$ cat config.mk
export PLATFORM = sky130hd
export DESIGN_NAME = mf3x3_fifo
export DESIGN_NICKNAME = d
export VERILOG_FILES = /design/src/rtl/core/mf3x3_pkg.sv /design/src/rtl/core/mf3x3_fifo.sv
export VERILOG_INCLUDE_DIRS = /design/src /design/src/rtl/core
export SDC_FILE = /design/constraint.sdc
export NUM_CORES = 1
export LEC_CHECK = 0
export ABC_CLOCK_PERIOD_IN_PS = 4300
export BUFFER_PORTS_ARGS = -buffer_cell sky130_fd_sc_hd__buf_4
export CAP_MARGIN = 20
export CORE_ASPECT_RATIO = 0.5
export CORE_UTILIZATION = 30
export CTS_CLUSTER_DIAMETER = 120
export DETAILED_ROUTE_END_ITERATION = 12
export HOLD_SLACK_MARGIN = 0.1
export SYNTH_ARGS = -nofsm -noshare
export SYNTH_HDL_FRONTEND = slang
export SYNTH_SLANG_ARGS = --single-unit
$ cat constraint.sdc
create_clock -name clk -period 4.3 [get_ports clk]
set_input_delay 0.43 -clock clk [delete_from_list [all_inputs] [get_ports clk]]
set_output_delay 0.43 -clock clk [all_outputs]
set_load 0.02 [all_outputs]
$ cat src/rtl/core/median_filter_3x3_edge_replicate_assert.svh
// ----------------------------------------------------------------------------
// Assertion macros for the 3x3 median filter
// Expect clk and arst_n in the scope of the use.
// ----------------------------------------------------------------------------
`ifndef MEDIAN_FILTER_3X3_EDGE_REPLICATE_ASSERT_SVH
`define MEDIAN_FILTER_3X3_EDGE_REPLICATE_ASSERT_SVH

// same-cycle implication
`define MF3X3_ASSERT_NOW(lbl, ante, cons, msg) \
	lbl: assert property (@(posedge clk) disable iff (!arst_n) (ante) |-> (cons)) \
		else $error(msg);

// next-cycle implication
`define MF3X3_ASSERT_NEXT(lbl, ante, cons, msg) \
	lbl: assert property (@(posedge clk) disable iff (!arst_n) (ante) |=> (cons)) \
		else $error(msg);

`endif

$ cat src/rtl/core/mf3x3_pkg.sv
// ----------------------------------------------------------------------------
// mf3x3_pkg
// Shared types and constants of the 3x3 median filter.
// ----------------------------------------------------------------------------
package mf3x3_pkg;

	localparam int unsigned WIDTH_REG_BITS  = 11;
	localparam int unsigned HEIGHT_REG_BITS = 16;
	localparam logic [WIDTH_REG_BITS-1:0]  WIDTH_RESET  = 11'd640;
	localparam logic [HEIGHT_REG_BITS-1:0] HEIGHT_RESET = 16'd480;

	// register index = paddr[2]
	typedef enum logic {
		REG_IMAGE_WIDTH  = 1'b0,
		REG_IMAGE_HEIGHT = 1'b1
	} reg_idx_t;

	localparam int unsigned WIN_TAPS   = 9;
	localparam int unsigned MED_CENTER = 4;
	localparam int unsigned MED_OPS    = 19;
	localparam int unsigned MED_SPLIT  = 9;   // ops done before the mid register

	typedef logic [3:0] tap_idx_t;

	// compare-exchange network for the median of nine: after an op, lo holds the min
	localparam tap_idx_t MED_OP_LO [MED_OPS] = '{
		4'd1, 4'd4, 4'd7, 4'd0, 4'd3, 4'd6, 4'd1, 4'd4, 4'd7,
		4'd0, 4'd5, 4'd4, 4'd3, 4'd1, 4'd2, 4'd4, 4'd4, 4'd6, 4'd4
	};
	localparam tap_idx_t MED_OP_HI [MED_OPS] = '{
		4'd2, 4'd5, 4'd8, 4'd1, 4'd4, 4'd7, 4'd2, 4'd5, 4'd8,
		4'd3, 4'd8, 4'd7, 4'd6, 4'd4, 4'd5, 4'd7, 4'd2, 4'd4, 4'd2
	};

	// which results one item releases, and how the window edges replicate
	typedef struct packed {
		logic prev_row;       // row above the incoming one is complete
		logic prev_top_rep;   // that row is the first: replicate it upward
		logic cur_row;        // incoming row is the last one
		logic cur_top_rep;    // single-row frame
		logic prev_col;       // column left of the incoming one is complete
		logic prev_left_rep;  // that column is the first
		logic cur_col;        // incoming column is the last one
		logic cur_left_rep;   // single-column frame
		logic frame_last;
	} job_ctrl_t;

	localparam int unsigned JOB_CTRL_BITS = $bits(job_ctrl_t);

	localparam int unsigned QUEUE_DEPTH = 4;
	typedef logic [2:0] queue_level_t;

endpackage

$ cat src/rtl/core/mf3x3_fifo.sv
// ----------------------------------------------------------------------------
// mf3x3_fifo
// Short job queue between front and back.
// ----------------------------------------------------------------------------
`include "median_filter_3x3_edge_replicate_assert.svh"

module mf3x3_fifo
	import mf3x3_pkg::*;
#(
	parameter int unsigned WIDTH = 81
) (
	input  logic             clk,
	input  logic             arst_n,
	input  logic             push,
	input  logic [WIDTH-1:0] push_data,
	input  logic             pop,
	output logic             head_valid,
	output logic [WIDTH-1:0] head_data,
	output queue_level_t     level
);

	localparam int unsigned PW = $clog2(QUEUE_DEPTH);

	logic [WIDTH-1:0] slot_q [QUEUE_DEPTH];
	logic [PW-1:0]    wr_ptr_q, rd_ptr_q;
	queue_level_t     level_q;

	always_ff @(posedge clk or negedge arst_n) begin
		if (!arst_n) begin
			wr_ptr_q <= '0;
			rd_ptr_q <= '0;
			level_q  <= '0;
		end else begin
			if (push) begin
				wr_ptr_q <= wr_ptr_q + PW'(1);
			end
			if (pop) begin
				rd_ptr_q <= rd_ptr_q + PW'(1);
			end
			level_q <= level_q + queue_level_t'(push) - queue_level_t'(pop);
		end
	end

	always_ff @(posedge clk) begin
		if (push) begin
			slot_q[wr_ptr_q] <= push_data;
		end
	end

	assign head_valid = level_q != '0;
	assign head_data  = slot_q[rd_ptr_q];
	assign level      = level_q;

	`MF3X3_ASSERT_NOW(a_no_overflow, push, level_q != queue_level_t'(QUEUE_DEPTH), "job queue overflow")
	`MF3X3_ASSERT_NOW(a_no_underflow, pop, level_q != '0, "job queue underflow")
	`MF3X3_ASSERT_NOW(a_level_bound, 1'b1, level_q <= queue_level_t'(QUEUE_DEPTH), "job queue level out of range")

endmodule

==> Word level (Yosys, flattened, before mapping) <==
Memories as Yosys holds them, arrays and structs flattened.
Index checks and enable logic that the tools add are counted.
{ "classes": {"magnitude_cmp": 0, "reduce_logical": 1, "shift": 0, "n_eq_ne": 0, "n_bitwise": 0, "add_sub_neg": 4, "n_div": 0, "n_mul": 0, "mux": 2} }
{ "op_table": {"columns": ["cell", "n"], "rows": [
  ["adder 2 x 1 -> 2 bit (second input constant)", 2],
  ["adder 3 x 1 -> 3 bit", 1],
  ["nonzero test 3 bit", 1],
  ["subtractor 3 x 1 -> 3 bit", 1],
  ["2-to-1 mux 1 bit", 2]
]} }
{ "word_totals": {"wordCells": 11, "romBits": 0, "output_inout_bits": 85, "n_memories": 1, "ramBits": 324, "latch_bits": 0, "ff_bits": 7} }
{ "mem_list": {"columns": ["memory", "words", "width", "read_ports", "rd_clocked_by_memory_dff", "wr", "line", "source"], "rows": [
  ["slot_q", 4, 81, 1, 0, 1, "mf3x3_fifo.sv:24", "logic [WIDTH-1:0] slot_q [QUEUE_DEPTH];"]
]} }

==> Depth between registers and ports, before layout <==
Gate-level depths: netlist of the first run.
{ "logic_depth": {"ltp_word": 2, "depth_mapped": 7, "ltp_nobuf": 7} }

==> Worst setup path before layout of the first run <==
Ideal clock, no wire load.
{ "synth_path": {"path_type": "register to register", "start": "reg wr_ptr_q[0]", "end": "mem slot_q[0][0], enable pin", "slack_ns": 1.345, "arrival_ns": 2.507, "path_stages_with_launch": 4, "cell_sequence": "dfrtp_1 > inv_1 > ha_1 > and2_1"} }
{ "synth_lines": {"columns": ["item", "line", "source"], "rows": [
  ["from (decl)", "mf3x3_fifo.sv:25", "logic [PW-1:0] wr_ptr_q, rd_ptr_q;"],
  ["from (signal assigned)", "mf3x3_fifo.sv:35", "wr_ptr_q <= wr_ptr_q + PW'(1);"],
  ["to (decl)", "mf3x3_fifo.sv:24", null]
]} }
No word-level cell before the write port.

==> Final worst setup path of the first run <==
{ "layout_path": {"start": "reg rd_ptr_q[1]", "end": "out head_data[29]"} }
{ "layout_via": {"elab_chain_cells": 1} }
{ "layout_lines": {"columns": ["item", "line", "source"], "rows": [
  ["from (decl)", "mf3x3_fifo.sv:25", null],
  ["from (signal assigned)", "mf3x3_fifo.sv:38", "rd_ptr_q <= rd_ptr_q + PW'(1);"],
  ["memory read (4 x 81 bit)", null, null],
  ["to (decl)", "mf3x3_fifo.sv:18", "output logic [WIDTH-1:0] head_data,"]
]} }
Every way passes these cells.

==> qor.yml, run 1 <==
status: "finished clean"
grt_setup_unrepaired: "false"
syn2layout_area_growth_pct: 24.9
ys_seq_area_share_pct: 82.0
r2r_start: "wr_ptr_q[0]$_DFFE_PN0P_"
dp_slack_ns: 1.94
placed_area_um2: 14000
grt_util_met1_pct: 12.6
critPathKind: "reg2out"
antenna_cells: 0
cts_resized: 0
clk_path_buf_depth: 3
track_usage_pct: 11.3
drtAntennaViolNets: 0
finalSetupViolations: 0
clock_latency_ns: 0.50
die_h_um: 144
yosysWarnings: 0
regToRegSetupSlack_ns: 2.25
fin_skew_ns: 0.00854
setup_tns_ns: 0
numCtsBuffers: 35
gp_congestion: 0.724
cpLargestDelayFamily: "flip-flops"
crit_chain: "buf_4 -> mux4_2 -> buf_4"
final_common_cell: "edfxtp_1"
r2r_end: "slot_q[2][42]$_DFFE_PP_"
vias: 5315
synth-seq-cells: 331
min-delay-start: "push_data[13]"
drive_above_1_share_pct: 45.9
vias_per_cell: 4.39
met3_usage_pct: 2.10
nFillCells: 3548
worst_ep_required_time_ns: 3.87
worstHoldEndpoint: "slot_q[0][13]$_DFFE_PP_"
cts_tree: "yes"
total_power_uw: 10800
synth_cell_types: 15
r2r_cells: 4
nNetsFinal: 749
floorplan.initialDensity_pct: 30.7
layout_common_cells: "edfxtp_1 (324), buf_4 (180), mux4_2 (81)"
root_buffer: "clkbuf_16"
max_cap_viol_count: 0
postSynthCellCount: 456
syn-num-nets: 548
wl_per_cell_um: 19.4
drtPass1Iterations: 4
overflow: 0
grt-busiest-layer: "met2"
relSlewSlack_pct: 49.6
coreArea_um2: 39300
dieWidth_um: 286
drtIter0Drc: 275
clock_sinks: 331
fin_area_um2: 15100
port_buffers: 169
wl_um: 23500
crit_fanout: 48
final_max_slew_viol_count: 0
peakVddDrop_mv: 0.350
max_freq_mhz: 353
hold_viol: 0
path_clk_slew_ns: 0.06
grt_use_met2_pct: 21.4
ios: 170
worst_pin_slew_ns: 0.757
syn_avg_cell_area_um2: 26.5
hold_path.class: "in2reg"
dieArea_um2: 41100
min_period_over_period_pct: 65.8
grt_pass1_vias: 5641
antenna_found_initial: 0
cpMostUsedCell: "buf_4"
dpl.hpwl_um: 14800
setup_slack_ns: 1.47
cp.arrival_ns: 2.40
whs_path_depth: 1
p_per_area_nw_per_um2: 714
htree_levels: 2
period_minus_slack_ns: 2.83
path_buf_inv: 2
synth_area_um2: 12100
leakagePower_uw: 0.00510
rows: 51
grt_max_degree: 54
worstSetupEndpointType: "output pin"
startpoint_type: "flop"
slowest_stage: "dfrtp_4"
drc: 0
grt_pass1_wl_um: 34500
cpPeakStageDelay_ns: 0.91
[flip-flops by register name (all words and copies together) (netlist names)]
name and cells:
level 3, rd_ptr_q 2, slot_q 324, wr_ptr_q 2
[synth_stat cells]
library cell	count	area share, %
nand2_1	2	0.062
buf_6	8	0.75
buf_4	1	0.062
o21ai_0	1	0.041
xor2_1	2	0.15
fa_1	1	0.17
ha_1	6	0.62
edfxtp_1	324	81
xnor2_1	3	0.22
dfrtp_1	7	1.5
mux4_2	81	15
inv_1	6	0.19
buf_2	9	0.37
or3_1	1	0.052
and2_1	4	0.21
[cells by family (layout without fill, tap and decap cells)]
group / count (synthesis) / in the layout / synth area share [%]
DFF: 331 / 331 / 82.0
muxes: 81 / 81 / 15.1
buffers and inverters: 24 / 250 / 1.37
adders and majority gates: 7 / 7 / 0.787
and+or+nand+nor: 7 / 7 / 0.321
xor gates and xnor gates: 5 / 5 / 0.363
AOI/OAI and AO/OA: 1 / 1 / 0.0414
[per-layer routing]
metal / vias to the layer above / wire [um]
met5: - / 0
met4: 0 / 750
met3: 48 / 694
met2: 80 / 13300
met1: 2827 / 8790
li1: 2360 / -
[layout make-up]
class,count,area [um2],area share [%]
flip-flops and latches,331,9910,65.7
inverters,6,22.5,0.149
clock inverters,18,134,0.888
clock buffers,44,952,6.31
repair buffers,182,1380,9.16
well taps,530,663,4.40
multi-input cells,101,2020,13.4
[metrics by stage]
step / util, % / hold slack [ns] / std cells
3_3_place_gp: 35.6 / 0.246 / 1149
4_1_cts: 38.4 / 0.101 / 1212
2_1_floorplan: - / 0.134 / 456
3_5_place_dp: 35.6 / 0.247 / 1149
5_1_grt: 38.4 / 0.105 / 1212
6_report: 38.4 / 0.124 / 1212
[how the worst max path moves through the flow]
stage	from	end	slack [ns]	cells after the start
after floorplan	wr_ptr_q[0]$_DFFE_PN0P_	slot_q[0][0]$_DFFE_PP_	1.35	3
after global placement	rd_ptr_q[1]$_DFFE_PN0P_	head_data[37]	1.93	3
after detailed placement	rd_ptr_q[1]$_DFFE_PN0P_	head_data[15]	1.94	3
after CTS	rd_ptr_q[1]$_DFFE_PN0P_	head_data[29]	1.40	3
after global routing	rd_ptr_q[1]$_DFFE_PN0P_	head_data[37]	1.34	3
final	rd_ptr_q[1]$_DFFE_PN0P_	head_data[29]	1.47	3
[timing repair]
| action | CTS | global route |
|---|---|---|
| endpoints found under the hold margin | 7 | 0 |
| hold buffers | 1 | 0 |
| buffers inserted | 0 | 0 |
[report_power, final]
group | leakage, uW | switching, uW | internal (uW)
combinational | 0.00152 | 1900 | 1570
sequential | 0.00306 | 233 | 4220
clock | 0.000528 | 1150 | 1680
total | 0.00510 | 3280 | 7480
Power figures use the tool's default switching activity.
==> run 2, diff against run 1 <==
--- a/config.mk
+++ b/config.mk
@@ -6,7 +6,7 @@
 export SDC_FILE = /design/constraint.sdc
 export NUM_CORES = 1
 export LEC_CHECK = 0
-export ABC_CLOCK_PERIOD_IN_PS = 4300
+export ABC_CLOCK_PERIOD_IN_PS = 2500
 export BUFFER_PORTS_ARGS = -buffer_cell sky130_fd_sc_hd__buf_4
 export CAP_MARGIN = 20
 export CORE_ASPECT_RATIO = 0.5
==> constraint.sdc (replaced) <==
create_clock -name clk -period 2.5 [get_ports clk]
set_input_delay 0.25 -clock clk [delete_from_list [all_inputs] [get_ports clk]]
set_output_delay 0.25 -clock clk [all_outputs]
set_load 0.02 [all_outputs]
==> qor.yml, run 2 (synthesis results as in run 1) <==
path_buf_inv: 2  # unchanged
whs_path_depth: 2  # +1
dieArea_um2: 41100  # unchanged
cpLargestDelayFamily: "flip-flops"
relSlewSlack_pct: 62.0  # +12 points
peakVddDrop_mv: 0.423  # +21%
worstSetupEndpointType: "output pin"
period_minus_slack_ns: 2.36
critPathKind: "reg2out"
grt_max_degree: 82  # +52%
largest_reg_flops: 324  # unchanged
crit_chain: "buf_12 -> mux4_2 -> buf_4"
htree_levels: 2  # unchanged
status: "finished clean"
regMostFlops: "slot_q"
multi_input_area_um2: 2020  # unchanged
nNetsFinal: 831  # +11%
final_max_slew_viol_count: 0  # unchanged
coreArea_um2: 39300  # unchanged
die_h_um: 144  # unchanged
hold_viol: 0  # unchanged
vias: 5675  # +6.8%
root_buffer: "clkbuf_16"
vias_per_cell: 4.39  # +0.16%
p_per_area_nw_per_um2: 1160  # +63%
max_freq_mhz: 424
clock_sinks: 331  # unchanged
layout.area.seq_um2: 9910  # unchanged
path_clk_slew_ns: 0.06  # about the same
max_cap_viol_count: 0  # unchanged
drtIter0Drc: 256  # -6.9%
worst_ep_required_time_ns: 2.25  # -1.62 ns
min_period_over_period_pct: 94.4
drc: 0  # unchanged
placed_area_um2: 14100  # +0.61%
drtPass1Iterations: 6  # +2
setup_tns_ns: 0  # unchanged
wl_per_cell_um: 18.5  # -4.6%
layout_common_cells: "edfxtp_1 (324), buf_4 (170), dlygate4sd3_1 (85)"
antenna_found_initial: 1  # +1
fin_area_um2: 16000  # +5.8%
leakagePower_uw: 0.00546  # +6.9%
dieWidth_um: 286  # unchanged
crit_cells: 3  # unchanged
port_buffers: 169  # unchanged
cp.arrival_ns: 2.11  # -0.29 ns
dpl.hpwl_um: 13600  # -8.1%
hold_path.class: "in2reg"
drtAntennaViolNets: 0  # unchanged
syn2layout_area_growth_pct: 32.2
track_usage_pct: 11.6  # +0.30 points
r2r_cells: 7  # +3
nFillCells: 3476  # -2.0%
gp_congestion: 0.710  # -2.0%
fin_skew_ns: 0.0104  # +0.00182 ns
drive_above_1_share_pct: 40.6  # -5.3 points
rows: 51  # unchanged
numCtsBuffers: 34  # -2.9%
overflow: 0  # unchanged
total_power_uw: 18600  # +73%
grt_pass1_wl_um: 35900  # +4.1%
finalSetupViolations: 0  # unchanged
clk_path_buf_depth: 3  # unchanged
cts_resized: 0  # unchanged
final_common_cell: "edfxtp_1"
grt_pass1_vias: 6316  # +12%
grt_setup_unrepaired: "false"
startpoint_type: "flop"
ios: 170  # unchanged
cpPeakStageDelay_ns: 0.58  # -0.33 ns
slowest_stage: "dfrtp_4"
worst_pin_slew_ns: 0.571  # -0.186 ns
cts_tree: "yes"
floorplan.initialDensity_pct: 30.7  # unchanged
wl_um: 23900  # +1.7%
crit_fanout: 24  # -50%
clock_latency_ns: 0.50  # about the same
[run 2: cell types whose count changed in the layout (fill, tap and decap cells not counted), moves of 2 or more]
cell	delta
buf_12	+8
buf_4	-10
bufinv_16	-2
clkbuf_1	+2
clkinv_1	-3
dlygate4sd3_1	+84
[run 2: final cells by class]
cell class / count / area share [%]
Multi-Input combinational cell: 101 / 12.6
Clock buffer: 46 / 6.01
Antenna cell: 1 / 0.0157
Timing Repair Buffer: 265 / 14.6
Clock inverter: 12 / 0.321
Sequential cell: 331 / 62.1
Tap cell: 530 / 4.15
Inverter: 6 / 0.141
[run 2: timing repair]
action	CTS	global route
hold endpoints to repair	336	0
endpoints found under the setup margin	0	1
hold buffers	85	0
setup buffers	0	1
[run 2: per-layer routing]
metal  vias up  routed length, um  share of wire (%)  global-route usage, %
met5         -                  0                  0                      0
met1      3028               9230                 39                   13.1
li1       2520                  -                  -                      -
met4         0                516                2.2                   4.25
met3        38                717                3.0                   1.97
met2        89              13400                 56                   22.2
[run 2: path summary, 6_finish.rpt]
kind,from,to,slack [ns]
hold / removal,push_data[18],slot_q[3][18]$_DFFE_PP_,0.49
hold reg to reg,wr_ptr_q[0]$_DFFE_PN0P_,wr_ptr_q[0]$_DFFE_PN0P_,0.54
setup reg to reg,level[0]$_DFF_PN0_,level[2]$_DFF_PN0_,0.79
setup / recovery,rd_ptr_q[0]$_DFFE_PN0P_,head_data[49],0.14
min in group asynchronous,arst_n,rd_ptr_q[1]$_DFFE_PN0P_,0.75
max in group asynchronous,arst_n,rd_ptr_q[0]$_DFFE_PN0P_,1.45
[run 2: where the power goes]
group	total [uW]	internal, uW	leakage, uW	switching, uW
clock	4600	2680	0.000497	1920
combinational	6350	2960	0.00190	3390
sequential	7640	7270	0.00306	367
total	18600	12900	0.00546	5670
[run 2: per-stage QoR]
stage | setup WS, ns | std cells | util [%] | hold slack (ns)
floorplan | 0.435 | 456 | - | -0.0456
CTS | 0.0433 | 1290 | 40.5 | 0.467
global placement | 0.594 | 1147 | 35.8 | 0.0739
finish | 0.139 | 1292 | 40.6 | 0.491
global route | 0.0367 | 1292 | 40.6 | 0.470
detailed placement | 0.587 | 1147 | 35.8 | 0.0758
