`src/rtl/core/median_filter_3x3_edge_replicate_assert.svh`:
```
// ----------------------------------------------------------------------------
// Assertion macros for the 3x3 median filter
// Expect clk and arst_n in the scope of the use.
// ----------------------------------------------------------------------------
`ifndef MEDIAN_FILTER_3X3_EDGE_REPLICATE_ASSERT_SVH
`define MEDIAN_FILTER_3X3_EDGE_REPLICATE_ASSERT_SVH

// same-cycle implication
`define MF3X3_ASSERT_NOW(lbl, ante, cons, msg) \
	lbl: assert property (@(posedge clk) disable iff (!arst_n) (ante) |-> (cons)) \
		else $error(msg);

// next-cycle implication
`define MF3X3_ASSERT_NEXT(lbl, ante, cons, msg) \
	lbl: assert property (@(posedge clk) disable iff (!arst_n) (ante) |=> (cons)) \
		else $error(msg);

`endif

```
`src/rtl/core/mf3x3_pkg.sv`:
```
// ----------------------------------------------------------------------------
// mf3x3_pkg
// Shared types and constants of the 3x3 median filter.
// ----------------------------------------------------------------------------
package mf3x3_pkg;

	localparam int unsigned WIDTH_REG_BITS  = 11;
	localparam int unsigned HEIGHT_REG_BITS = 16;
	localparam logic [WIDTH_REG_BITS-1:0]  WIDTH_RESET  = 11'd640;
	localparam logic [HEIGHT_REG_BITS-1:0] HEIGHT_RESET = 16'd480;

	// register index = paddr[2]
	typedef enum logic {
		REG_IMAGE_WIDTH  = 1'b0,
		REG_IMAGE_HEIGHT = 1'b1
	} reg_idx_t;

	localparam int unsigned WIN_TAPS   = 9;
	localparam int unsigned MED_CENTER = 4;
	localparam int unsigned MED_OPS    = 19;
	localparam int unsigned MED_SPLIT  = 9;   // ops done before the mid register

	typedef logic [3:0] tap_idx_t;

	// compare-exchange network for the median of nine: after an op, lo holds the min
	localparam tap_idx_t MED_OP_LO [MED_OPS] = '{
		4'd1, 4'd4, 4'd7, 4'd0, 4'd3, 4'd6, 4'd1, 4'd4, 4'd7,
		4'd0, 4'd5, 4'd4, 4'd3, 4'd1, 4'd2, 4'd4, 4'd4, 4'd6, 4'd4
	};
	localparam tap_idx_t MED_OP_HI [MED_OPS] = '{
		4'd2, 4'd5, 4'd8, 4'd1, 4'd4, 4'd7, 4'd2, 4'd5, 4'd8,
		4'd3, 4'd8, 4'd7, 4'd6, 4'd4, 4'd5, 4'd7, 4'd2, 4'd4, 4'd2
	};

	// which results one item releases, and how the window edges replicate
	typedef struct packed {
		logic prev_row;       // row above the incoming one is complete
		logic prev_top_rep;   // that row is the first: replicate it upward
		logic cur_row;        // incoming row is the last one
		logic cur_top_rep;    // single-row frame
		logic prev_col;       // column left of the incoming one is complete
		logic prev_left_rep;  // that column is the first
		logic cur_col;        // incoming column is the last one
		logic cur_left_rep;   // single-column frame
		logic frame_last;
	} job_ctrl_t;

	localparam int unsigned JOB_CTRL_BITS = $bits(job_ctrl_t);

	localparam int unsigned QUEUE_DEPTH = 4;
	typedef logic [2:0] queue_level_t;

endpackage

```
`src/rtl/core/mf3x3_back.sv`:
```
// ----------------------------------------------------------------------------
// mf3x3_back
// Expands each job into its results, selects the replicated 3x3 taps and
// runs them through a two-stage median network into the output register.
// ----------------------------------------------------------------------------
`include "median_filter_3x3_edge_replicate_assert.svh"

module mf3x3_back
	import mf3x3_pkg::*;
#(
	parameter int unsigned PIXEL_BITS = 8
) (
	input  logic                           clk,
	input  logic                           arst_n,
	input  logic                           head_valid,
	input  job_ctrl_t                      head_ctrl,
	input  logic [WIN_TAPS*PIXEL_BITS-1:0] head_win,
	output logic                           pop,
	output logic                           result_valid,
	input  logic                           result_ready,
	output logic [PIXEL_BITS-1:0]          median_out,
	output logic                           frame_last
);

	logic adv, issue, empty_job, two_rows, two_cols, row_done, col_done;
	logic use_prev_row, use_prev_col, fl_issue;
	logic row_idx_q, col_idx_q;
	logic [1:0] rsel [3];
	logic [1:0] csel [3];
	logic [PIXEL_BITS-1:0] win   [WIN_TAPS];
	logic [PIXEL_BITS-1:0] taps  [WIN_TAPS];
	logic [PIXEL_BITS-1:0] net_a [WIN_TAPS];
	logic [PIXEL_BITS-1:0] net_b [WIN_TAPS];

	logic                  v_s1, v_s2, fl_s1, fl_s2;
	logic [PIXEL_BITS-1:0] pix_s1 [WIN_TAPS];
	logic [PIXEL_BITS-1:0] pix_s2 [WIN_TAPS];
	logic                  out_valid_q, frame_last_q;
	logic [PIXEL_BITS-1:0] median_q;

	// whole pipe moves when the output register can take a result
	assign adv = !out_valid_q || result_ready;

	// ---- result sequencer: rows outer, columns inner ----
	assign two_rows  = head_ctrl.prev_row & head_ctrl.cur_row;
	assign two_cols  = head_ctrl.prev_col & head_ctrl.cur_col;
	assign row_done  = !two_rows || row_idx_q;
	assign col_done  = !two_cols || col_idx_q;
	assign empty_job = !(head_ctrl.prev_row || head_ctrl.cur_row)
		|| !(head_ctrl.prev_col || head_ctrl.cur_col);

	assign issue    = adv && head_valid && !empty_job;
	assign pop      = adv && head_valid && (empty_job || (row_done && col_done));
	assign fl_issue = head_ctrl.frame_last && row_done && col_done;

	always_ff @(posedge clk or negedge arst_n) begin
		if (!arst_n) begin
			row_idx_q <= 1'b0;
			col_idx_q <= 1'b0;
		end else if (issue) begin
			if (col_done) begin
				col_idx_q <= 1'b0;
				row_idx_q <= !row_done;
			end else begin
				col_idx_q <= 1'b1;
			end
		end
	end

	// ---- tap selection with edge replication ----
	assign use_prev_row = head_ctrl.prev_row && !row_idx_q;
	assign use_prev_col = head_ctrl.prev_col && !col_idx_q;

	always_comb begin
		if (use_prev_row) begin
			rsel[0] = head_ctrl.prev_top_rep ? 2'd1 : 2'd0;
			rsel[1] = 2'd1;
		end else begin
			rsel[0] = head_ctrl.cur_top_rep ? 2'd2 : 2'd1;
			rsel[1] = 2'd2;
		end
		rsel[2] = 2'd2;
		if (use_prev_col) begin
			csel[0] = head_ctrl.prev_left_rep ? 2'd1 : 2'd0;
			csel[1] = 2'd1;
		end else begin
			csel[0] = head_ctrl.cur_left_rep ? 2'd2 : 2'd1;
			csel[1] = 2'd2;
		end
		csel[2] = 2'd2;

		for (int n = 0; n < WIN_TAPS; n++) begin
			win[n] = head_win[n*PIXEL_BITS +: PIXEL_BITS];
		end
		for (int i = 0; i < 3; i++) begin
			for (int k = 0; k < 3; k++) begin
				taps[i*3 + k] = win[4'(csel[k]) * 4'd3 + 4'(rsel[i])];
			end
		end
	end

	// ---- median network, split over two registers ----
	always_comb begin
		logic [PIXEL_BITS-1:0] a, b;
		net_a = pix_s1;
		for (int k = 0; k < MED_SPLIT; k++) begin
			a = net_a[MED_OP_LO[k]];
			b = net_a[MED_OP_HI[k]];
			net_a[MED_OP_LO[k]] = (a < b) ? a : b;
			net_a[MED_OP_HI[k]] = (a < b) ? b : a;
		end
	end

	always_comb begin
		logic [PIXEL_BITS-1:0] a, b;
		net_b = pix_s2;
		for (int k = MED_SPLIT; k < MED_OPS; k++) begin
			a = net_b[MED_OP_LO[k]];
			b = net_b[MED_OP_HI[k]];
			net_b[MED_OP_LO[k]] = (a < b) ? a : b;
			net_b[MED_OP_HI[k]] = (a < b) ? b : a;
		end
	end

	always_ff @(posedge clk or negedge arst_n) begin
		if (!arst_n) begin
			v_s1        <= 1'b0;
			v_s2        <= 1'b0;
			out_valid_q <= 1'b0;
		end else if (adv) begin
			v_s1        <= issue;
			v_s2        <= v_s1;
			out_valid_q <= v_s2;
		end
	end

	always_ff @(posedge clk) begin
		if (adv) begin
			pix_s1       <= taps;
			fl_s1        <= fl_issue;
			pix_s2       <= net_a;
			fl_s2        <= fl_s1;
			median_q     <= net_b[MED_CENTER];
			frame_last_q <= fl_s2;
		end
	end

	assign result_valid = out_valid_q;
	assign median_out   = median_q;
	assign frame_last   = frame_last_q;

	`MF3X3_ASSERT_NOW(a_row_idx_job, row_idx_q, head_valid && two_rows, "second row step without a two-row job")
	`MF3X3_ASSERT_NOW(a_col_idx_job, col_idx_q, head_valid && two_cols, "second column step without a two-column job")
	`MF3X3_ASSERT_NEXT(a_idx_clear_on_pop, pop && !empty_job, !row_idx_q && !col_idx_q, "sequencer not rewound after job")

endmodule

```
`config.mk`:
```
export PLATFORM = sky130hd
export DESIGN_NAME = mf3x3_back
export DESIGN_NICKNAME = d
export VERILOG_FILES = /design/src/rtl/core/mf3x3_pkg.sv /design/src/rtl/core/mf3x3_back.sv
export VERILOG_INCLUDE_DIRS = /design/src /design/src/rtl/core
export SDC_FILE = /design/constraint.sdc
export NUM_CORES = 1
export LEC_CHECK = 0
export ABC_AREA = 0
export BUFFER_PORTS_ARGS = -buffer_cell sky130_fd_sc_hd__buf_2
export CAP_MARGIN = 0
export CORE_ASPECT_RATIO = 1.2
export CORE_MARGIN = 2
export CORE_UTILIZATION = 50
export CTS_BUF_LIST = sky130_fd_sc_hd__clkbuf_4 sky130_fd_sc_hd__clkbuf_8
export CTS_CLUSTER_DIAMETER = 50
export DETAILED_ROUTE_END_ITERATION = 7
export GPL_TIMING_DRIVEN = 0
export PLACE_DENSITY = 0.66
export SYNTH_ARGS = -nofsm -noshare
export SYNTH_HDL_FRONTEND = slang
export SYNTH_SLANG_ARGS = --single-unit
```
`constraint.sdc`:
```
create_clock -name clk -period 24.3 [get_ports clk]
set_clock_uncertainty 0.2 [all_clocks]
set_input_delay 4.86 -clock clk [delete_from_list [all_inputs] [get_ports clk]]
set_output_delay 4.86 -clock clk [all_outputs]
set_load 0.03 [all_outputs]
```
=== Yosys cells after proc, flatten, opt, wreduce, memory -nomap -nowiden ===
Cells that the tools add are included.

* Register bits after elaboration: 160
* Bits of input ports: 85
* Output and inout bits: 11
* Word-level logic and storage cells: 160

* $add $sub $neg: 8
* Multiply operators: 2
* Magnitude comparators: 27
* Mux-type cells: 61
* Bitwise logic cells: 10
* Reduce and logical (&&, ||, !) cells: 25

{| class="wikitable"
|+ Operators with widths
! kind !! number
|-
| 2-to-1 mux 8 bit || 46
|-
| binary-select mux 8 bit (select 4 bit) || 8
|-
| < comparator 8 bit || 19
|-
| >= comparator 5 bit (second input constant) || 8
|-
| inverter 4 -> 5 bit || 8
|-
| adder 4 x 2 -> 4 bit || 4
|-
| logical NOT 1 bit || 9
|-
| adder 3 x 2 -> 4 bit (first input constant) || 2
|-
| adder 4 x 2 -> 4 bit (second input constant) || 2
|-
| logical AND 1 bit || 8
|-
| multiplier 2 x 2 -> 4 bit (second input constant) || 2
|-
| 2-to-1 mux 4 bit || 2
|-
| logical OR 1 bit || 7
|-
| 2-to-1 mux 2 bit || 2
|-
| 2-to-1 mux 1 bit || 3
|-
| AND 1 bit || 2
|-
| AND reduction 2 bit || 1
|}

=== Logic depth before layout (Yosys ltp) ===
Gate-level depths: netlist of run 1.

* Word-level depth: 12
* Depth in mapped cells: 56
* Mapped depth without buffers: 51

=== Least setup slack after synthesis of run 1 ===
OpenSTA, ideal clock, no wires.

* Path kind: in2out
* Start: input port result_ready
* End: output port pop
* Data arrival time: 10.051 ns
* Required time: 19.240 ns
* Path slack: 9.189 ns
* Cell stages on the path: 3
* Path buffers: 0
* Cell sequence: nand2b_1 > nand2_1 > a311oi_1

* Word-level cells in the longest chain between the ends: 3

{| class="wikitable"
|+ RTL lines
! item !! line !! RTL
|-
| start, declared || mf3x3_back.sv:20 || <nowiki>input logic result_ready,</nowiki>
|-
| logical OR 1 bit || mf3x3_back.sv:42 || <nowiki>assign adv = !out_valid_q || result_ready;</nowiki>
|-
| logical AND 1 bit (2 in a row) || mf3x3_back.sv:53 || <nowiki>assign pop = adv && head_valid && (empty_job || (row_done && col_done));</nowiki>
|-
| end, declared || mf3x3_back.sv:18 || <nowiki>output logic pop,</nowiki>
|}

No other way between the ends.

==> impl_metrics.prom, run 1 <==
# TYPE chip_impl_metric gauge
chip_impl_metric{name="port_buffers",unit=""} 95
chip_impl_metric{name="drt_iter0_markers",unit=""} 810
chip_impl_info{name="cp-end-kind",value="flip-flop"} 1
chip_impl_metric{name="total_of_cells_resized_after_clock_tree_synthesis",unit=""} 0
chip_impl_metric{name="timing.final.crit_share",unit="%"} 52.21
chip_impl_metric{name="cts.sinks",unit=""} 160
chip_impl_metric{name="worst-path-max-fanout",unit=""} 10
chip_impl_metric{name="clock_path_buffers",unit=""} 2
chip_impl_info{name="holdCritPathClass",value="reg2reg"} 1
chip_impl_metric{name="synth_cell_types",unit=""} 76
chip_impl_metric{name="place.gp.congestion",unit=""} 1.012
chip_impl_metric{name="dieHeight",unit="µm"} 190.1
chip_impl_info{name="worstReg2RegEnd",value="median_out[6]$_DFFE_PN_"} 1
chip_impl_metric{name="die-width",unit="µm"} 159.1
chip_impl_metric{name="ys_seq_area_share",unit="%"} 33.11
chip_impl_info{name="cell_with_the_most_instances_after_synthesis",value="mux2i_1"} 1
chip_impl_metric{name="crit_path_max_cell_delay",unit="ps"} 690
chip_impl_metric{name="grt_max_degree",unit=""} 74
chip_impl_info{name="post-synth-top-area-cell",value="edfxtp_1"} 1
chip_impl_metric{name="final-setup-viol-count",unit=""} 0
chip_impl_metric{name="fin_nets",unit=""} 1801
chip_impl_metric{name="clk_pin_slew_worst_paths",unit="ps"} 100
chip_impl_info{name="critical_path.slowest_cell",value="a2111oi_0"} 1
chip_impl_metric{name="max-cap-violations",unit=""} 0
chip_impl_metric{name="reg2reg_setup_slack",unit="ps"} 11610
chip_impl_metric{name="floorplan_die_area",unit="mm²"} 0.03026
chip_impl_info{name="synth_area_leaders",value="edfxtp_1, ha_1, mux2i_1"} 1
chip_impl_metric{name="via_per_inst",unit=""} 5.894
chip_impl_metric{name="worst_skew_pair.late_latency",unit="ps"} 460
chip_impl_metric{name="synth_nets",unit=""} 1685
chip_impl_info{name="setup.worst_path.start_class",value="flip-flop"} 1
chip_impl_metric{name="initial_utilization",unit="%"} 50.50
chip_impl_metric{name="setup-tns-final",unit="ps"} 0
chip_impl_info{name="timing.hold.worst.start",value="fl_s1$_DFFE_PN_"} 1
chip_impl_metric{name="grt_first_pass_wirelength",unit="µm"} 63110
chip_impl_metric{name="critical_path_buf_inv_count",unit=""} 8
chip_impl_metric{name="final.min_clock_period",unit="ps"} 12690
chip_impl_metric{name="synth_top_area_share",unit="%"} 32.24
chip_impl_metric{name="floorplan.core_area",unit="mm²"} 0.02859
chip_impl_info{name="path_class",value="reg2reg"} 1
chip_impl_metric{name="grt_pass1_vias",unit=""} 11224
chip_impl_metric{name="layout.cell_area.non_filler",unit="mm²"} 0.01586
chip_impl_info{name="synth.top_cells.by_count",value="mux2i_1, edfxtp_1, nand2_1"} 1
chip_impl_metric{name="clock_tree.htree_level_count",unit=""} 4
chip_impl_metric{name="routedWlPerCell",unit="µm"} 20.84
chip_impl_metric{name="postPlaceCellArea",unit="mm²"} 0.01546
chip_impl_metric{name="cp_data_arrival_time",unit="ps"} 12700
chip_impl_metric{name="grt_overflow_total",unit=""} 0
chip_impl_info{name="clock_tree.root_cell",value="clkbuf_8"} 1
chip_impl_metric{name="cts_setup_buffers",unit=""} 0
chip_impl_metric{name="vias",unit=""} 11618
chip_impl_metric{name="cts-buffers-inserted",unit=""} 17
chip_impl_metric{name="design.portCount",unit=""} 96
chip_impl_metric{name="synth_warn",unit=""} 0
chip_impl_info{name="status",value="finished clean"} 1
chip_impl_info{name="hold_path_end",value="fl_s2$_DFFE_PN_"} 1
chip_impl_metric{name="worst_hold_margin",unit="ps"} 235.4
chip_impl_metric{name="rows",unit=""} 68
chip_impl_metric{name="hold_violations",unit=""} 0
chip_impl_metric{name="worstMarginPinSlew",unit="ps"} 1361
chip_impl_metric{name="ff2ff_path_depth",unit=""} 49
chip_impl_info{name="cp_top_delay_family",value="compound AO/OA/AOI/OAI gates"} 1
chip_impl_metric{name="wl",unit="µm"} 41080
chip_impl_metric{name="ratio_of_cells_with_drive_above_1_in_the_final_layout",unit="%"} 15.57
chip_impl_metric{name="fin_cells",unit=""} 1971
chip_impl_metric{name="drc_errors",unit=""} 0
chip_impl_metric{name="drt_pass1_iterations",unit=""} 5
chip_impl_metric{name="area_growth",unit="%"} 9.828
chip_impl_metric{name="worst_hold_depth",unit=""} 0
chip_impl_metric{name="async_flop_share",unit="%"} 3.125
chip_impl_info{name="synth_top_flop_cell",value="edfxtp_1"} 1
chip_impl_metric{name="synthesis.instances",unit=""} 1457
chip_impl_metric{name="synth-seq-cells",unit=""} 160
chip_impl_metric{name="hpwl",unit="µm"} 33360
chip_impl_metric{name="grt_util_all_layers",unit="%"} 27.56
chip_impl_metric{name="dpl.cell_count",unit=""} 1939
chip_impl_metric{name="synth.cell_area",unit="mm²"} 0.01444
chip_impl_metric{name="synthesis.area_per_instance",unit="µm²"} 9.909
chip_impl_metric{name="slew_headroom",unit="%"} 8.590
chip_impl_info{name="tritoncts_clock_tree",value="yes"} 1
chip_impl_metric{name="worst_ep_required_time",unit="ps"} 24320
chip_impl_metric{name="postCtsHoldBufs",unit=""} 0
chip_impl_metric{name="antenna_cells_inserted",unit=""} 0
chip_impl_info{name="r2r_start",value="pix_s2[14]$_DFFE_PN_"} 1
chip_impl_metric{name="grt_antenna_before_repair",unit=""} 0
chip_impl_metric{name="synth-edff-count",unit=""} 155
chip_impl_metric{name="clock.fmax",unit="GHz"} 0.07882
chip_impl_metric{name="detail-route-antenna-nets",unit=""} 0
chip_impl_info{name="rsz0062_at_grt",value="false"} 1
chip_impl_metric{name="maxSlewViolCount",unit=""} 0
==> flip-flops by register name (all words and copies together), names as in the netlist <==
name	cells
col_idx_q	1
fl_s1	1
median_out	8
row_idx_q	1
fl_s2	1
v_s1	1
pix_s2	72
pix_s1	72
result_valid	1
v_s2	1
frame_last	1
==> cell families (layout without fill, tap and decap cells) <==
logic type	Yosys count	in the layout	share of synthesized area, %
simple gates	378	378	11.80
compound gates	325	325	14.13
mux	245	245	22.72
buf+inv	201	330	5.434
flops	160	160	33.11
fa+ha+maj	143	143	12.50
xor+xnor	5	5	0.3034
==> cell usage in the layout, fill, tap and decap left out, types with 6 or more instances in the layout <==
master / count
buf_2: 100
nand2b_1: 19
mux2i_1: 159
mux4_2: 64
o211ai_1: 10
nand2_1: 149
a21oi_1: 95
nor3_1: 7
mux2_2: 22
ha_1: 141
a211o_1: 6
edfxtp_1: 155
o22ai_1: 18
a211oi_1: 6
inv_1: 134
nand3_1: 28
clkbuf_8: 21
o21ai_0: 94
a21o_1: 36
o21a_1: 10
clkbuf_1: 44
and2_1: 9
nand4_1: 7
buf_1: 12
nor2_1: 120
a31oi_1: 6
==> worst max-delay path by stage <==
stage,start,end,slack (ps),cells after the start
CTS,pix_s2[14]$_DFFE_PN_,median_out[6]$_DFFE_PN_,11680,49
detailed placement,pix_s2[14]$_DFFE_PN_,median_out[6]$_DFFE_PN_,11640,49
global placement,result_ready,pop,7770,5
finish,pix_s2[14]$_DFFE_PN_,median_out[6]$_DFFE_PN_,11610,49
floorplan,result_ready,pop,9190,3
global route,pix_s2[14]$_DFFE_PN_,median_out[6]$_DFFE_PN_,10880,49
==> per-layer routing <==
metal,vias to the layer above,part of all wire [%],track usage (%)
li1,5632,-,-
met1,5512,40,32.24
met2,383,51,49.77
met3,91,4.4,3.009
met4,0,5.4,14.83
met5,-,0,0
==> per-stage QoR <==
stage | setup WS, ps | utilization (%)
after global routing | 10880 | 55.47
after global placement | 7773 | 53.85
final | 11610 | 55.47
after detailed placement | 11640 | 54.07
after CTS | 11680 | 55.47
after floorplan | 9189 | -
==> layout make-up <==
class                      instances  area [µm²]
fill                            2610       12730
multi-input combinational       1096        8881
sequential                       160        4780
timing repair buffer              97       530.5
inverter                         135       506.7
tap                              385       481.7
clock buffer                      22       296.5
buffer                            66       277.8
clock inverter                    10       102.6
Power of run 1 is left out: the tool's default activity adds up to more than one toggle a clock period on the data nets, which glitch-free logic cannot reach.
==> run 2, diff against run 1 <==
--- a/config.mk
+++ b/config.mk
@@ -16,7 +16,7 @@
 export CTS_CLUSTER_DIAMETER = 50
 export DETAILED_ROUTE_END_ITERATION = 7
 export GPL_TIMING_DRIVEN = 0
-export PLACE_DENSITY = 0.66
+export PLACE_DENSITY = 0.68
 export SYNTH_ARGS = -nofsm -noshare
 export SYNTH_HDL_FRONTEND = slang
 export SYNTH_SLANG_ARGS = --single-unit
==> constraint.sdc (replaced) <==
create_clock -name clk -period 10.3 [get_ports clk]
set_clock_uncertainty 0.2 [all_clocks]
set_input_delay 2.06 -clock clk [delete_from_list [all_inputs] [get_ports clk]]
set_output_delay 2.06 -clock clk [all_outputs]
set_load 0.03 [all_outputs]
==> run 2 against run 1 <==
The flow now finishes with violations (setup timing). Global-route usage is 0.66 points higher. Sequential share of layout area is 2.3 points lower. Via count is 6.2% higher. Critical endpoint unchanged.
==> impl_metrics.prom, run 2 (synthesized netlist as in run 1, its figures left out) <==
# TYPE chip_impl_metric gauge
chip_impl_metric{name="final.min_clock_period",unit="ps"} 10470
chip_impl_metric{name="utilization",unit="%"} 60.14
chip_impl_metric{name="critical_path_buf_inv_count",unit=""} 9
chip_impl_metric{name="combined_area_of_the_multi_input_logic_cells",unit="mm²"} 0.009580
chip_impl_metric{name="grt_first_pass_wirelength",unit="µm"} 65180
chip_impl_metric{name="max-cap-violations",unit=""} 0
chip_impl_info{name="path_class",value="reg2reg"} 1
chip_impl_info{name="tritoncts_clock_tree",value="yes"} 1
chip_impl_info{name="top_library_cells_by_usage_in_the_layout_fill_and_taps_aside",value="edfxtp_1, nand2_1, mux2i_1"} 1
chip_impl_info{name="failed_checks",value="setup timing"} 1
chip_impl_metric{name="worst_skew_pair.late_latency",unit="ps"} 460
chip_impl_metric{name="dieHeight",unit="µm"} 190.1
chip_impl_info{name="critical_path.slowest_cell",value="edfxtp_1"} 1
chip_impl_metric{name="worst_ep_required_time",unit="ps"} 10330
chip_impl_metric{name="ff_latch_area",unit="mm²"} 0.004780
chip_impl_metric{name="design.portCount",unit=""} 96
chip_impl_metric{name="worstMarginPinSlew",unit="ps"} 1244
chip_impl_metric{name="floorplan_die_area",unit="mm²"} 0.03026
chip_impl_metric{name="maxSlewViolCount",unit=""} 0
chip_impl_metric{name="grt_overflow_total",unit=""} 0
chip_impl_metric{name="final.fill_count",unit=""} 2411
chip_impl_metric{name="setup-tns-final",unit="ps"} -1201
chip_impl_metric{name="drt_iter0_markers",unit=""} 1088
chip_impl_metric{name="clock_path_buffers",unit=""} 2
chip_impl_metric{name="clock.fmax",unit="GHz"} 0.09549
chip_impl_info{name="layout_commonest_cell",value="edfxtp_1"} 1
chip_impl_metric{name="cts-buffers-inserted",unit=""} 17
chip_impl_metric{name="detail-route-antenna-nets",unit=""} 0
chip_impl_info{name="crit_top_cell",value="ha_4"} 1
chip_impl_metric{name="clk_pin_slew_worst_paths",unit="ps"} 100
chip_impl_info{name="status",value="finished, violations left"} 1
chip_impl_metric{name="final-setup-viol-count",unit=""} 8
chip_impl_metric{name="antenna_cells_inserted",unit=""} 0
chip_impl_metric{name="grt_util_all_layers",unit="%"} 28.22
chip_impl_metric{name="grt_max_degree",unit=""} 76
chip_impl_metric{name="hpwl",unit="µm"} 33650
chip_impl_metric{name="crit_path_max_cell_delay",unit="ps"} 470
chip_impl_metric{name="slew_headroom",unit="%"} 16.76
chip_impl_metric{name="vias",unit=""} 12333
chip_impl_metric{name="routedWlPerCell",unit="µm"} 21.63
chip_impl_info{name="cp_top_delay_family",value="compound AO/OA/AOI/OAI gates"} 1
chip_impl_metric{name="via_per_inst",unit=""} 6.025
chip_impl_metric{name="place.gp.congestion",unit=""} 0.9840
chip_impl_metric{name="grt_antenna_before_repair",unit=""} 0
chip_impl_metric{name="fin_nets",unit=""} 1877
chip_impl_metric{name="timing.final.crit_share",unit="%"} 101.7
chip_impl_metric{name="port_buffers",unit=""} 95
chip_impl_metric{name="area_growth",unit="%"} 19.07
chip_impl_metric{name="initial_utilization",unit="%"} 50.50
chip_impl_metric{name="die-width",unit="µm"} 159.1
chip_impl_metric{name="ratio_of_cells_with_drive_above_1_in_the_final_layout",unit="%"} 24.07
chip_impl_info{name="clock_tree.root_cell",value="clkbuf_8"} 1
chip_impl_info{name="cp-end-kind",value="flip-flop"} 1
chip_impl_metric{name="clock_tree.htree_level_count",unit=""} 4
chip_impl_metric{name="cts.sinks",unit=""} 160
chip_impl_metric{name="postCtsHoldBufs",unit=""} 0
chip_impl_metric{name="hold_violations",unit=""} 0
chip_impl_metric{name="drt_pass1_iterations",unit=""} 5
chip_impl_info{name="setup.worst_path.start_class",value="flip-flop"} 1
chip_impl_metric{name="drc_errors",unit=""} 0
chip_impl_metric{name="grt_pass1_vias",unit=""} 11979
chip_impl_metric{name="wl",unit="µm"} 44280
chip_impl_metric{name="post-route-worst-setup-slack",unit="ps"} -172.8
chip_impl_metric{name="rows",unit=""} 68
chip_impl_metric{name="worst-path-max-fanout",unit=""} 6
chip_impl_metric{name="floorplan.core_area",unit="mm²"} 0.02859
chip_impl_info{name="holdCritPathClass",value="reg2reg"} 1
chip_impl_metric{name="cp_data_arrival_time",unit="ps"} 10500
chip_impl_info{name="rsz0062_at_grt",value="true"} 1
-- run 2: changes by cell type in the layout (fill, tap and decap cells not counted), moves of 9 or more --
cell,change
buf_4,+66
ha_1,-19
ha_4,+18
mux2i_1,-16
a21oi_1,-14
mux2i_4,+13
a21oi_4,+9
buf_6,+9
-- run 2: area by class of cell --
cell class | instances | area share, %
buffer | 64 | 1.587
clock buffer | 19 | 1.485
clock inverter | 13 | 0.8952
inverter | 135 | 2.962
multi-input combinational | 1097 | 55.73
sequential | 160 | 27.80
tap | 385 | 2.802
timing repair buffer | 174 | 6.739
-- run 2: stage by stage --
step	hold WS, ps	setup WS (ps)	instance area (µm²)	std cells
3_3_place_gp	203.7	-1108	15430	1937
2_1_floorplan	200.3	0.5125	14470	1457
6_report	230.7	-172.8	17190	2047
5_1_grt	250.6	-564.3	17190	2047
3_5_place_dp	211.8	-1280	15490	1939
4_1_cts	234.1	0.3464	16540	2018
-- run 2: path summary, 6_finish.rpt --
| check | startpoint | end | slack (ps) | cells past startpoint |
|---|---|---|---|---|
| max | pix_s2[14]$_DFFE_PN_ | median_out[6]$_DFFE_PN_ | -170 | 51 |
| min | fl_s2$_DFFE_PN_ | frame_last$_DFFE_PN_ | 230 | 0 |
| max reg2reg | pix_s2[14]$_DFFE_PN_ | median_out[6]$_DFFE_PN_ | -170 | 51 |
| min reg2reg | fl_s2$_DFFE_PN_ | frame_last$_DFFE_PN_ | 230 | 0 |
| max in group asynchronous | arst_n | col_idx_q$_DFFE_PN0P_ | 8590 | 1 |
| min in group asynchronous | arst_n | v_s2$_DFFE_PN0N_ | 1190 | 1 |
-- run 2: timing repair --
action / in CTS / in global routing
resized for setup: 50 / 77
endpoints found under the setup margin: 8 / 8
pin swaps: 22 / 48
gates cloned: 1 / 1
setup buffers: 46 / 31
-- run 2: per-layer routing --
metal  routed length [µm]  vias to the layer above  global-route usage (%)
met1                16910                     5894                   32.00
met3                 2010                      153                   3.205
met5                    0                        -                       0
met2                22420                      504                   51.34
li1                     -                     5782                       -
met4                 2931                        0                   16.71
Power of run 2 is left out for the same reason.
==> run 3, diff against run 2 <==
--- a/config.mk
+++ b/config.mk
@@ -16,7 +16,7 @@
 export CTS_CLUSTER_DIAMETER = 50
 export DETAILED_ROUTE_END_ITERATION = 7
 export GPL_TIMING_DRIVEN = 0
-export PLACE_DENSITY = 0.68
+export PLACE_DENSITY = 0.66
 export SYNTH_ARGS = -nofsm -noshare
 export SYNTH_HDL_FRONTEND = slang
 export SYNTH_SLANG_ARGS = --single-unit
==> constraint.sdc (replaced) <==
create_clock -name clk -period 10.9 [get_ports clk]
set_clock_uncertainty 0.2 [all_clocks]
set_input_delay 2.18 -clock clk [delete_from_list [all_inputs] [get_ports clk]]
set_output_delay 2.18 -clock clk [all_outputs]
set_load 0.03 [all_outputs]
==> run 3 against run 2 <==
The flow now finishes without violations. Flip-flop and latch count stayed put. Final cell count is 1.7% lower. Setup slack improved by 690 ps. Maximum frequency rose by 0.85%. Global-route usage decreased by 1.2 points. Die area unchanged. Count of clock-buffer cells in the layout increased by 2. Utilization is 2.2 points lower. Routed wire length fell by 8.1%. Critical path depth stayed put. Non-clock buffer count down 34. Critical endpoint unchanged.
==> impl_metrics.prom, run 3 (synthesized netlist as in run 1, its figures left out) <==
# TYPE chip_impl_metric gauge
chip_impl_info{name="status",value="finished clean"} 1
chip_impl_info{name="timing.critical_path.from",value="pix_s2[13]$_DFFE_PN_"} 1
chip_impl_metric{name="cts.sinks",unit=""} 160
chip_impl_metric{name="clk_pin_slew_worst_paths",unit="ps"} 90
chip_impl_metric{name="crit_path_max_cell_delay",unit="ps"} 430
chip_impl_metric{name="timing.final.crit_share",unit="%"} 95.27
chip_impl_metric{name="grt_first_pass_wirelength",unit="µm"} 62740
chip_impl_metric{name="m1WireLength",unit="µm"} 15520
chip_impl_metric{name="maxSlewViolCount",unit=""} 0
chip_impl_metric{name="worst-path-max-fanout",unit=""} 8
chip_impl_metric{name="cts-buffers-inserted",unit=""} 17
chip_impl_metric{name="final.fill_count",unit=""} 2486
chip_impl_metric{name="final-setup-viol-count",unit=""} 0
chip_impl_metric{name="clock_tree.htree_level_count",unit=""} 4
chip_impl_metric{name="critical_path_buf_inv_count",unit=""} 9
chip_impl_metric{name="worstMarginPinSlew",unit="ps"} 1344
chip_impl_info{name="critical_path.slowest_cell",value="edfxtp_1"} 1
chip_impl_info{name="setup.worst_path.start_class",value="flip-flop"} 1
chip_impl_metric{name="grt_max_degree",unit=""} 73
chip_impl_info{name="r2r_start",value="pix_s2[13]$_DFFE_PN_"} 1
chip_impl_info{name="crit_top_cell",value="a21o_1"} 1
chip_impl_metric{name="routedWlPerCell",unit="µm"} 20.21
chip_impl_metric{name="met3WireLength",unit="µm"} 2357
chip_impl_info{name="top_library_cells_by_usage_in_the_layout_fill_and_taps_aside",value="edfxtp_1, nand2_1, mux2i_1"} 1
chip_impl_info{name="clock_tree.root_cell",value="clkbuf_8"} 1
chip_impl_metric{name="max-cap-violations",unit=""} 0
chip_impl_info{name="cp_top_delay_family",value="compound AO/OA/AOI/OAI gates"} 1
chip_impl_metric{name="ratio_of_cells_with_drive_above_1_in_the_final_layout",unit="%"} 20.41
chip_impl_metric{name="worst_skew_pair.late_latency",unit="ps"} 470
chip_impl_metric{name="worst_ep_required_time",unit="ps"} 10930
chip_impl_info{name="path_class",value="reg2reg"} 1
chip_impl_metric{name="cp_data_arrival_time",unit="ps"} 10410
chip_impl_metric{name="hpwl",unit="µm"} 32570
chip_impl_metric{name="vias",unit=""} 11991
chip_impl_metric{name="via_per_inst",unit=""} 5.960
chip_impl_metric{name="area_growth",unit="%"} 14.64
chip_impl_metric{name="floorplan_die_area",unit="mm²"} 0.03026
chip_impl_metric{name="clock_path_buffers",unit=""} 2
chip_impl_metric{name="hold_violations",unit=""} 0
chip_impl_metric{name="fin_cells",unit=""} 2012
chip_impl_metric{name="fin_nets",unit=""} 1842
chip_impl_metric{name="place.gp.congestion",unit=""} 0.9988
chip_impl_metric{name="dpl.cell_count",unit=""} 1939
chip_impl_metric{name="slew_headroom",unit="%"} 9.726
chip_impl_metric{name="worst_hold_margin",unit="ps"} 231.8
chip_impl_info{name="layout_commonest_cell",value="edfxtp_1"} 1
chip_impl_metric{name="initial_utilization",unit="%"} 50.50
chip_impl_metric{name="dieHeight",unit="µm"} 190.1
chip_impl_metric{name="grt_overflow_total",unit=""} 0
chip_impl_metric{name="floorplan.core_area",unit="mm²"} 0.02859
chip_impl_info{name="timing.hold.worst.start",value="fl_s2$_DFFE_PN_"} 1
chip_impl_metric{name="grt_antenna_before_repair",unit=""} 0
chip_impl_metric{name="met2WireLength",unit="µm"} 20130
chip_impl_metric{name="clock.fmax",unit="GHz"} 0.09630
chip_impl_metric{name="drt_pass1_iterations",unit=""} 5
chip_impl_metric{name="grt_pass1_vias",unit=""} 11410
chip_impl_metric{name="design.portCount",unit=""} 96
chip_impl_metric{name="reg2reg_setup_slack",unit="ps"} 520
chip_impl_info{name="cp-end-kind",value="flip-flop"} 1
chip_impl_metric{name="drc_errors",unit=""} 0
chip_impl_metric{name="grt_util_all_layers",unit="%"} 26.99
chip_impl_metric{name="die-width",unit="µm"} 159.1
chip_impl_info{name="holdCritPathClass",value="reg2reg"} 1
chip_impl_metric{name="wl",unit="µm"} 40670
chip_impl_metric{name="rows",unit=""} 68
chip_impl_metric{name="drt_iter0_markers",unit=""} 802
chip_impl_metric{name="antenna_cells_inserted",unit=""} 0
chip_impl_info{name="tritoncts_clock_tree",value="yes"} 1
chip_impl_info{name="max_used_layer",value="met4"} 1
chip_impl_metric{name="detail-route-antenna-nets",unit=""} 0
chip_impl_metric{name="final.min_clock_period",unit="ps"} 10380
chip_impl_metric{name="port_buffers",unit=""} 95
==> run 3: cell count changes in the layout (fill, tap and decap cells not counted), sizes merged <==
| cell | delta |
|---|---|
| a41oi | -1 |
| buf | -35 |
| bufinv | +1 |
| clkbuf | +3 |
| clkinv | -1 |
| clkinvlp | +1 |
| inv | -3 |
==> run 3: area by class of cell <==
class                           instances  area (µm²)  area share [%]
Clock inverter                         11       153.9          0.9298
Buffer                                 65       284.0           1.716
Timing Repair Buffer                  139       878.3           5.307
Clock buffer                           21       270.3           1.633
Sequential cell                       160        4780           28.88
Tap cell                              385       481.7           2.910
Multi-Input combinational cell       1096        9196           55.56
Inverter                              135       506.7           3.062
==> run 3: repair_timing <==
action | in CTS | in global routing
pin swaps | 4 | 23
endpoints found under the hold margin | 0 | 0
hold buffers | 0 | 0
gates resized for setup | 26 | 43
gates cloned | 0 | 2
buffers inserted | 10 | 30
endpoints found under the setup margin | 8 | 8
==> run 3: worst register-to-register path, delay by kind of cell (launching register included) <==
family	cells	cell delay, ps
DFF	1	430
AOI/OAI and AO/OA	20	3710
adders and majority gates	6	1540
muxes	5	1290
buffers and inverters	9	1320
and+or+nand+nor	11	1670
==> run 3: stage by stage <==
stage          TNS [ps]  instance area, µm²  utilization [%]  setup WS, ps
4_1_cts               0               16090            56.28         2.714
3_5_place_dp     -10490               15460            54.10         -1423
5_1_grt          -530.6               16550            57.90        -92.37
6_report              0               16550            57.90         515.6
3_3_place_gp      -9528               15400            53.88         -1268
2_1_floorplan         0               14450                -         5.714
==> run 3: worst paths after layout <==
path                       depth (start not counted)                      end
min in group asynchronous                          1         v_s2$_DFFE_PN0N_
max in group asynchronous                          1    col_idx_q$_DFFE_PN0P_
setup / recovery                                  51  median_out[6]$_DFFE_PN_
setup reg to reg                                  51  median_out[6]$_DFFE_PN_
hold reg to reg                                    0     frame_last$_DFFE_PN_
hold / removal                                     0     frame_last$_DFFE_PN_
==> run 3: metal layers <==
layer,vias up,track usage [%]
li1,5717,-
met1,5657,30.92
met4,0,16.75
met3,123,3.270
met2,494,48.19
met5,-,0
Power of run 3 is left out for the same reason.
